<file path="src/design/assert_macros.svh">
// Assertion macros shared by the blitter RTL.
`ifndef ASSERT_MACROS_SVH
`define ASSERT_MACROS_SVH

// Checks a property at every rising clock edge outside reset.
`define TBB_ASSERT(label, prop, msg) \
  label: assert property (@(posedge clk_i) disable iff (!rst_ni) (prop)) \
    else $error(msg);

// Checks that a consequent holds whenever its antecedent holds.
`define TBB_ASSERT_IMP(label, ante, cons, msg) \
  `TBB_ASSERT(label, (ante) |-> (cons), msg)

`endif

</file>
<file path="src/design/tbb_pkg.sv">
// Types and constants shared by the transparent bitmap blitter modules.
package tbb_pkg;

  localparam int unsigned RegCount    = 8;
  localparam int unsigned AddrWidth   = $clog2(RegCount) + 2;
  localparam int unsigned IndexWidth  = $clog2(RegCount);

  localparam logic [IndexWidth-1:0] REG_ORIGIN_X      = 3'd0;
  localparam logic [IndexWidth-1:0] REG_ORIGIN_Y      = 3'd1;
  localparam logic [IndexWidth-1:0] REG_BITMAP_WIDTH  = 3'd2;
  localparam logic [IndexWidth-1:0] REG_BITMAP_HEIGHT = 3'd3;
  localparam logic [IndexWidth-1:0] REG_PIXEL_FORMAT  = 3'd4;
  localparam logic [IndexWidth-1:0] REG_KEY_COLOR     = 3'd5;
  localparam logic [IndexWidth-1:0] REG_SCREEN_WIDTH  = 3'd6;
  localparam logic [IndexWidth-1:0] REG_SCREEN_HEIGHT = 3'd7;

  localparam logic [15:0] SCREEN_WIDTH_RESET  = 16'd320;
  localparam logic [15:0] SCREEN_HEIGHT_RESET = 16'd240;
  localparam logic [15:0] PIXEL_ON            = 16'h0001;

  typedef enum logic {
    FMT_PAGE  = 1'b0,
    FMT_COLOR = 1'b1
  } pixel_format_e;

  typedef struct packed {
    logic [15:0]   origin_x;
    logic [15:0]   origin_y;
    logic [15:0]   bitmap_width;
    logic [15:0]   bitmap_height;
    pixel_format_e pixel_format;
    logic [15:0]   key_color;
    logic [15:0]   screen_width;
    logic [15:0]   screen_height;
  } cfg_t;

  // Commands from the controller to the datapath.
  typedef struct packed {
    logic load;
    logic pop;
  } ctrl_cmd_t;

  // Status from the datapath to the controller.
  typedef struct packed {
    logic has_result;
    logic last;
  } dp_status_t;

endpackage

</file>
<file path="src/design/tbb_regs.sv">
// APB configuration register file of the blitter.
module tbb_regs (
  input  logic                           clk_i,
  input  logic                           rst_ni,
  input  logic                           psel,
  input  logic                           penable,
  input  logic                           pwrite,
  input  logic [tbb_pkg::AddrWidth-1:0]  paddr,
  input  logic [31:0]                    pwdata,
  output logic [31:0]                    prdata,
  output logic                           pready,
  output tbb_pkg::cfg_t                  cfg_o
);
  import tbb_pkg::*;

  cfg_t                  cfg_q;
  logic [IndexWidth-1:0] index;
  logic                  wr_en;

  assign index  = paddr[AddrWidth-1:2];
  assign wr_en  = psel && penable && pwrite;
  assign pready = 1'b1;
  assign cfg_o  = cfg_q;

  always_ff @(posedge clk_i or negedge rst_ni) begin
    if (!rst_ni) begin
      cfg_q.origin_x      <= '0;
      cfg_q.origin_y      <= '0;
      cfg_q.bitmap_width  <= '0;
      cfg_q.bitmap_height <= '0;
      cfg_q.pixel_format  <= FMT_PAGE;
      cfg_q.key_color     <= '0;
      cfg_q.screen_width  <= SCREEN_WIDTH_RESET;
      cfg_q.screen_height <= SCREEN_HEIGHT_RESET;
    end else if (wr_en) begin
      case (index)
        REG_ORIGIN_X:      cfg_q.origin_x      <= pwdata[15:0];
        REG_ORIGIN_Y:      cfg_q.origin_y      <= pwdata[15:0];
        REG_BITMAP_WIDTH:  cfg_q.bitmap_width  <= pwdata[15:0];
        REG_BITMAP_HEIGHT: cfg_q.bitmap_height <= pwdata[15:0];
        REG_PIXEL_FORMAT:  cfg_q.pixel_format  <= pixel_format_e'(pwdata[0]);
        REG_KEY_COLOR:     cfg_q.key_color     <= pwdata[15:0];
        REG_SCREEN_WIDTH:  cfg_q.screen_width  <= pwdata[15:0];
        REG_SCREEN_HEIGHT: cfg_q.screen_height <= pwdata[15:0];
        default: ;
      endcase
    end
  end

  always_comb begin
    case (index)
      REG_ORIGIN_X:      prdata = {16'd0, cfg_q.origin_x};
      REG_ORIGIN_Y:      prdata = {16'd0, cfg_q.origin_y};
      REG_BITMAP_WIDTH:  prdata = {16'd0, cfg_q.bitmap_width};
      REG_BITMAP_HEIGHT: prdata = {16'd0, cfg_q.bitmap_height};
      REG_PIXEL_FORMAT:  prdata = {31'd0, cfg_q.pixel_format};
      REG_KEY_COLOR:     prdata = {16'd0, cfg_q.key_color};
      REG_SCREEN_WIDTH:  prdata = {16'd0, cfg_q.screen_width};
      REG_SCREEN_HEIGHT: prdata = {16'd0, cfg_q.screen_height};
      default:           prdata = '0;
    endcase
  end

endmodule

</file>
<file path="src/design/tbb_ctrl.sv">
// Handshake controller state machine of the blitter.
module tbb_ctrl (
  input  logic                clk_i,
  input  logic                rst_ni,
  input  logic                in_valid_i,
  output logic                in_ready_o,
  output logic                out_valid_o,
  input  logic                out_ready_i,
  input  tbb_pkg::dp_status_t status_i,
  output tbb_pkg::ctrl_cmd_t  cmd_o
);
  import tbb_pkg::*;

  typedef enum logic [1:0] {
    ST_IDLE = 2'b01,
    ST_EMIT = 2'b10
  } state_e;

  state_e state_q, state_d;

  always_comb begin
    state_d     = state_q;
    in_ready_o  = 1'b0;
    out_valid_o = 1'b0;
    cmd_o       = '0;
    case (state_q)
      ST_IDLE: begin
        in_ready_o = 1'b1;
        cmd_o.load = in_valid_i;
        if (in_valid_i && status_i.has_result) begin
          state_d = ST_EMIT;
        end
      end
      ST_EMIT: begin
        out_valid_o = 1'b1;
        cmd_o.pop   = out_ready_i;
        if (out_ready_i && status_i.last) begin
          state_d = ST_IDLE;
        end
      end
      default: state_d = ST_IDLE;
    endcase
  end

  always_ff @(posedge clk_i or negedge rst_ni) begin
    if (!rst_ni) begin
      state_q <= ST_IDLE;
    end else begin
      state_q <= state_d;
    end
  end

endmodule

</file>
<file path="src/design/tbb_dp.sv">
// Datapath of the blitter: position counters, coordinates and pending bits.
module tbb_dp (
  input  logic                clk_i,
  input  logic                rst_ni,
  input  tbb_pkg::cfg_t       cfg_i,
  input  logic [15:0]         source_word_i,
  input  tbb_pkg::ctrl_cmd_t  cmd_i,
  output tbb_pkg::dp_status_t status_o,
  output logic [16:0]         pixel_x_o,
  output logic [16:0]         pixel_y_o,
  output logic [15:0]         pixel_value_o,
  output logic                last_of_run_o
);
  import tbb_pkg::*;

  logic [15:0] col_q, col_d;
  logic [15:0] row_q, row_d;
  logic [7:0]  mask_q, mask_d;
  logic [16:0] x_q, y_q;
  logic [15:0] val_q;

  logic        empty;
  logic [16:0] x_sum, y_page, y_row, h_plus, col_inc, row_inc;
  logic [13:0] pages;
  logic [15:0] rows_total;
  logic        key_pass;
  logic [7:0]  load_mask;
  logic [7:0]  mask_rest;
  logic [2:0]  bit_idx;

  always_comb begin
    empty      = (cfg_i.bitmap_width == '0) || (cfg_i.bitmap_height == '0);
    x_sum      = {1'b0, cfg_i.origin_x} + {1'b0, col_q};
    y_page     = {1'b0, cfg_i.origin_y} + {row_q[13:0], 3'b000};
    y_row      = {1'b0, cfg_i.origin_y} + {1'b0, row_q};
    h_plus     = {1'b0, cfg_i.bitmap_height} + 17'd7;
    pages      = h_plus[16:3];
    rows_total = (cfg_i.pixel_format == FMT_COLOR) ? cfg_i.bitmap_height : {2'b00, pages};
    col_inc    = {1'b0, col_q} + 17'd1;
    row_inc    = {1'b0, row_q} + 17'd1;
    key_pass   = (x_sum < {1'b0, cfg_i.screen_width}) &&
                 (y_row < {1'b0, cfg_i.screen_height}) &&
                 (source_word_i != cfg_i.key_color);

    if (empty) begin
      load_mask = '0;
    end else if (cfg_i.pixel_format == FMT_COLOR) begin
      load_mask = {7'd0, key_pass};
    end else begin
      load_mask = source_word_i[7:0];
    end

    // Column and row advance, wrapping at the bitmap's end.
    if (empty) begin
      col_d = '0;
      row_d = '0;
    end else if (col_inc >= {1'b0, cfg_i.bitmap_width}) begin
      col_d = '0;
      row_d = (row_inc >= {1'b0, rows_total}) ? '0 : row_inc[15:0];
    end else begin
      col_d = col_inc[15:0];
      row_d = row_q;
    end
  end

  // Lowest pending bit selects the row offset of the current write.
  always_comb begin
    bit_idx = '0;
    for (int i = 7; i >= 0; i--) begin
      if (mask_q[i]) begin
        bit_idx = 3'(i);
      end
    end
  end

  assign mask_rest = mask_q & (mask_q - 8'd1);

  always_comb begin
    mask_d = mask_q;
    if (cmd_i.load) begin
      mask_d = load_mask;
    end else if (cmd_i.pop) begin
      mask_d = mask_rest;
    end
  end

  always_ff @(posedge clk_i or negedge rst_ni) begin
    if (!rst_ni) begin
      col_q  <= '0;
      row_q  <= '0;
      mask_q <= '0;
    end else begin
      mask_q <= mask_d;
      if (cmd_i.load) begin
        col_q <= col_d;
        row_q <= row_d;
      end
    end
  end

  always_ff @(posedge clk_i) begin
    if (cmd_i.load) begin
      x_q <= x_sum;
      if (cfg_i.pixel_format == FMT_COLOR) begin
        y_q   <= y_row;
        val_q <= source_word_i;
      end else begin
        y_q   <= y_page;
        val_q <= PIXEL_ON;
      end
    end
  end

  assign status_o.has_result = |load_mask;
  assign status_o.last       = (mask_rest == '0);

  assign pixel_x_o     = x_q;
  assign pixel_y_o     = y_q + {14'd0, bit_idx};
  assign pixel_value_o = val_q;
  assign last_of_run_o = status_o.last;

endmodule

</file>
<file path="src/design/transparent_bitmap_blitter_unit.sv">
// Top level of the transparent bitmap blitter: register file, controller and datapath.
// An item is taken while the controller is idle; each pixel write it causes then follows
// one per cycle while out_ready_i is high, n writes per item (n up to 8 in page mode, 0 or 1 in color
// mode), stepped through by the single mask register that holds the pending bits.
// The first write of an item is valid in the cycle after the item is taken.
// Reset clears the position counters and the controller; registers take their reset values.
module transparent_bitmap_blitter_unit (
  input  logic                          clk_i,
  input  logic                          rst_ni,
  // Source word channel.
  input  logic                          in_valid_i,
  output logic                          in_ready_o,
  input  logic [15:0]                   source_word_i,
  // Pixel write channel.
  output logic                          out_valid_o,
  input  logic                          out_ready_i,
  output logic [16:0]                   pixel_x_o,
  output logic [16:0]                   pixel_y_o,
  output logic [15:0]                   pixel_value_o,
  output logic                          last_of_run_o,
  // Configuration port.
  input  logic                          psel,
  input  logic                          penable,
  input  logic                          pwrite,
  input  logic [tbb_pkg::AddrWidth-1:0] paddr,
  input  logic [31:0]                   pwdata,
  output logic [31:0]                   prdata,
  output logic                          pready
);
  import tbb_pkg::*;

  `include "assert_macros.svh"

  cfg_t       cfg;
  ctrl_cmd_t  cmd;
  dp_status_t status;

  // The register file holds the bitmap geometry, format, key and screen bounds.
  // Software must write it only while no item is in flight; the block does not enforce
  // this, and the datapath reads it directly without any shadow copy.
  tbb_regs u_regs (
    .clk_i   (clk_i),
    .rst_ni  (rst_ni),
    .psel    (psel),
    .penable (penable),
    .pwrite  (pwrite),
    .paddr   (paddr),
    .pwdata  (pwdata),
    .prdata  (prdata),
    .pready  (pready),
    .cfg_o   (cfg)
  );

  // The controller is idle and ready for an item, or emitting the writes of the
  // item it took. An item that causes no write leaves it idle.
  tbb_ctrl u_ctrl (
    .clk_i       (clk_i),
    .rst_ni      (rst_ni),
    .in_valid_i  (in_valid_i),
    .in_ready_o  (in_ready_o),
    .out_valid_o (out_valid_o),
    .out_ready_i (out_ready_i),
    .status_i    (status),
    .cmd_o       (cmd)
  );

  // On load the datapath advances the column and row counters, latches the base
  // coordinates and builds a mask of pending writes: the page byte in page mode,
  // or a single bit in color mode that is set only for an unclipped, non-key
  // pixel. Each accepted write clears the lowest pending bit, whose index is the
  // row offset within the page.
  tbb_dp u_dp (
    .clk_i         (clk_i),
    .rst_ni        (rst_ni),
    .cfg_i         (cfg),
    .source_word_i (source_word_i),
    .cmd_i         (cmd),
    .status_o      (status),
    .pixel_x_o     (pixel_x_o),
    .pixel_y_o     (pixel_y_o),
    .pixel_value_o (pixel_value_o),
    .last_of_run_o (last_of_run_o)
  );

  // The block never takes an item while a write is being offered.
  `TBB_ASSERT(a_no_overlap, !(in_ready_o && out_valid_o), "ready while output valid")
  // The final write of an item hands control back to the input side.
  `TBB_ASSERT_IMP(a_last_returns, out_valid_o && out_ready_i && last_of_run_o, ##1 in_ready_o,
    "not ready after last write")
  // Page mode always writes the value one.
  `TBB_ASSERT_IMP(a_page_value, out_valid_o && (cfg.pixel_format == FMT_PAGE),
    pixel_value_o == PIXEL_ON, "page mode value not one")

endmodule
</file>
<file path="config.mk">
export PLATFORM = sky130hd
export DESIGN_NAME = transparent_bitmap_blitter_unit
export DESIGN_NICKNAME = d
export VERILOG_FILES = /design/src/design/tbb_pkg.sv /design/src/design/tbb_regs.sv /design/src/design/tbb_ctrl.sv /design/src/design/tbb_dp.sv /design/src/design/transparent_bitmap_blitter_unit.sv
export VERILOG_INCLUDE_DIRS = /design/src /design/src/design
export SDC_FILE = /design/constraint.sdc
export NUM_CORES = 1
export LEC_CHECK = 0
export BUFFER_PORTS_ARGS = -buffer_cell sky130_fd_sc_hd__buf_4
export CORE_MARGIN = 2
export CORE_UTILIZATION = 44
export CTS_BUF_LIST = sky130_fd_sc_hd__clkbuf_4 sky130_fd_sc_hd__clkbuf_8
export DETAILED_ROUTE_END_ITERATION = 10
export GPL_ROUTABILITY_DRIVEN = 0
export SLEW_MARGIN = 20
export SYNTH_ARGS = -nofsm -noshare
export SYNTH_HDL_FRONTEND = slang
export SYNTH_SLANG_ARGS = --single-unit
export TNS_END_PERCENT = 30
</file>
<file path="constraint.sdc">
create_clock -name clk_i -period 9.97 [get_ports clk_i]
set_input_delay 1.994 -clock clk_i [delete_from_list [all_inputs] [get_ports clk_i]]
set_output_delay 1.994 -clock clk_i [all_outputs]
set_load 0.02 [all_outputs]
</file>
==> impl_summary.txt <==
----------------------------------------------------
[Route]
  Routed Antenna Nets ... 0
  Wire per inst ... 21.1 µm
  Initial DRC Count ... 1077
  Detailed-router iteration count before antenna repair ... 5
  Post-detailed-route DRC marker count ... 0
  Via total after detailed routing ... 11400
  Wire length after detailed routing ... 41900 µm
  Vias per cell ... 5.73

[Hold path]
  Worst hold path cell count ... 2
  End point of the worst hold path ... u_regs.cfg_o[4]
  Worst hold path type ... reg2reg
  Hold Crit Start ... u_regs.cfg_o[4]

[Logic synthesis]
  Post-synthesis average cell area ... 9.58 µm²
  Post-synth ARST share ... 0.756
  Number of different library cells in the post-synthesis netlist ... 79
  Number of standard cells after synthesis ... 1452
  Synth top area cells ... dfrtp_1, edfxtp_1, ha_1, mux2_2, xnor2_1
  YS warnings ... 0
  Dominant cell type by area after synthesis ... dfrtp_1
  Total standard cell area after synthesis ... 13900 µm²
  EDFF count, synth ... 50
  Number of storage elements in the synthesis netlist ... 205
  Synth top area share ... 0.266
  Commonest register cell after synthesis ... dfrtp_1
  Part of the Yosys area used for sequential elements ... 0.387

[Die]
  Cell row count ... 65
  Chip height ... 182 µm
  Die span in x ... 182 µm
  Std-Cell Core Area ... 31300 µm²
  Full die area ... 33100 µm²
  I/O pin total ... 146
  Initial Util ... 0.444

[Worst setup path]
  CP Data Required Time ... 7.98 ns
  Largest fanout on the critical path ... 34
  Register-to-Register Setup Slack ... 5.45 ns
  Reg2reg start ... u_dp.col_q[0]
  Critical Path Source Type ... input pin
  Sort of element at the end of the critical path ... output pin
  Worst setup path category ... in2out
  Cells on worst reg2reg path ... 15
  Signal arrival time at the worst endpoint ... 3.84 ns
  Endpoint of the worst-slack reg-to-reg timing path ... u_dp.row_q[8]

[Run]
  Number of max-cap violations ... 0

[Finish]
  Final instance count without filler cells ... 1986
  Layout cells sized above 1 ... 0.194
  Fill cell total of the finished layout ... 2928
  Total number of nets in the final design ... 1732
  Final core area utilization ... 0.507
  Area overhead of the layout relative to synthesis ... 14.1%
  Ant diodes ... 0
  Commonest non-fill, non-tap cells in the layout ... nand2_1, dfrtp_1, buf_4, ha_1, o21ai_0
  Most common cell after layout, fill and taps aside ... nand2_1
  Final std cell area, no fill ... 15900 µm²

[Place]
  Cell Area, Placed ... 15000 µm²
  Count of buffers from port buffering ... 110
  Placed Cells incl. Taps ... 1918
  Post-DP HPWL ... 31600 µm
  Worst setup timing slack at the placement stage ... 4.16 ns

[Timing]
  Final worst clock skew ... 0.0141 ns
  Worst Tran Pin Value ... 1.04 ns
  Fin. max-slew vios ... 0
  Final clock period utilization by the worst path ... 0.586
  Final TNS setup ... 0 ns
  Relative slew slack ... 0.307
  Number of hold-slack violations in the final timing report ... 0
  Setup slack of the critical path after layout ... 4.13 ns
  RSZ-0062 raised after global routing ... false
  Final-report setup violation count ... 0
  Fin Hold WS ... 0.541 ns
  Top achievable clock speed ... 171 MHz
  Crit path time final ... 5.84 ns

[Global routing]
  Antenna violations before repair ... 0
  Number of global-route vias before repair ... 11000
  Aggregate global routing overflow ... 0
  Maximum number of pins on one net before global-route repair ... 81
  Wire length of the first global-routing pass ... 64700 µm
  Total global routing track utilization ... 0.255

[CTS]
  CTS root buffer ... clkbuf_8
  Number of sinks on the clock net ... 205
  Clock tree from TritonCTS ... yes
  CTS clock-pin slew for the worst setup and hold paths ... 0.06 ns
  Maximum buffer depth of the clock tree ... 3
  Number of H-tree levels ... 2
  Total setup buffers inserted after CTS ... 0
  Hold-fix buffer count after cts ... 0
  Clock latency of the later-clocked register in the worst-skew pair ... 0.55 ns
  Clock buffer count from CTS ... 38
  Gates resized, CTS repair ... 0

[Power]
  VDD IR-drop max ... 0.0897 mV
  Leakage power summed over all cells ... 7.22 nW
  Power, Total ... 3.74 mW
  Power density relative to cell area ... 236 nW/µm²

[Status]
  Outcome ... finished clean

----------------------------------------------------
cells in the mapped netlist, drive strengths merged (31+ instances only):
| cell | number |
|---|---|
| nand2 | 151 |
| dfrtp | 148 |
| ha | 112 |
| o21ai | 111 |
| nor2 | 105 |
| inv | 80 |
| xnor2 | 74 |
| mux2 | 71 |
| a21oi | 60 |
| edfxtp | 50 |
| clkbuf | 38 |
| nand3 | 35 |
| buf | 33 |
| nand4 | 31 |
final cells by class:
| type | instances | area (µm²) | share of cell area |
|---|---|---|---|
| clock buffers | 62 | 766 | 0.0482 |
| clock inverters | 6 | 62.6 | 0.00394 |
| inverters | 80 | 300 | 0.0189 |
| multi-input cells | 1111 | 7950 | 0.501 |
| flip-flops and latches | 205 | 5390 | 0.339 |
| well taps | 402 | 503 | 0.0317 |
| repair buffers | 120 | 908 | 0.0572 |
power by group:
| part | switching, mW | internal, mW | leakage [nW] |
|---|---|---|---|
| sequential | 0.212 | 1.10 | 2.39 |
| combinational | 0.910 | 0.642 | 4.38 |
| clock | 0.370 | 0.513 | 0.444 |
worst max-delay path by stage:
stage | from | cells past startpoint | to | slack (ns)
6_report | paddr[2] | 7 | prdata[2] | 4.13
4_1_cts | paddr[2] | 7 | prdata[2] | 4.16
3_5_place_dp | paddr[2] | 7 | prdata[2] | 4.16
3_3_place_gp | paddr[2] | 7 | prdata[2] | 4.17
2_1_floorplan | paddr[3] | 6 | prdata[1] | 4.40
5_1_grt | paddr[2] | 7 | prdata[2] | 4.07
layer usage:
layer	wire, µm	track usage	up-vias	share of wire
met5	0	0	-	0
met4	1130	0.0754	0	0.027
met1	19600	0.364	5523	0.47
met2	18800	0.400	359	0.45
li1	-	-	5443	-
met3	2410	0.0377	62	0.058
flip-flops by register name, summed over array words and instances (netlist names):
signal              count
u_regs.cfg_o          113
u_dp.pixel_x_o         17
u_dp.y_q               17
u_dp.col_q             16
u_dp.pixel_value_o     16
u_dp.row_q             16
u_dp.mask_q             8
u_ctrl.state_q          2
critical path, stage by stage:
cell and delay, ns:
buf_4 0.34, inv_1 0.29, nand2_1 0.29, o21ai_0 0.19, a221oi_1 0.44, nor2_1 0.09, buf_4 0.17
kinds of logic (layout without fill, tap and decap cells):
family	Yosys count	in the layout	synth area share
flops	205	205	0.387
simple gates	440	440	0.152
compound gates	339	339	0.166
xor+xnor	101	101	0.0636
other cells	2	17	0.000540
fa+ha+maj	118	118	0.108
buf+inv	151	268	0.0469
mux	96	96	0.0763
Note: power is estimated with default switching activity, not from simulation.
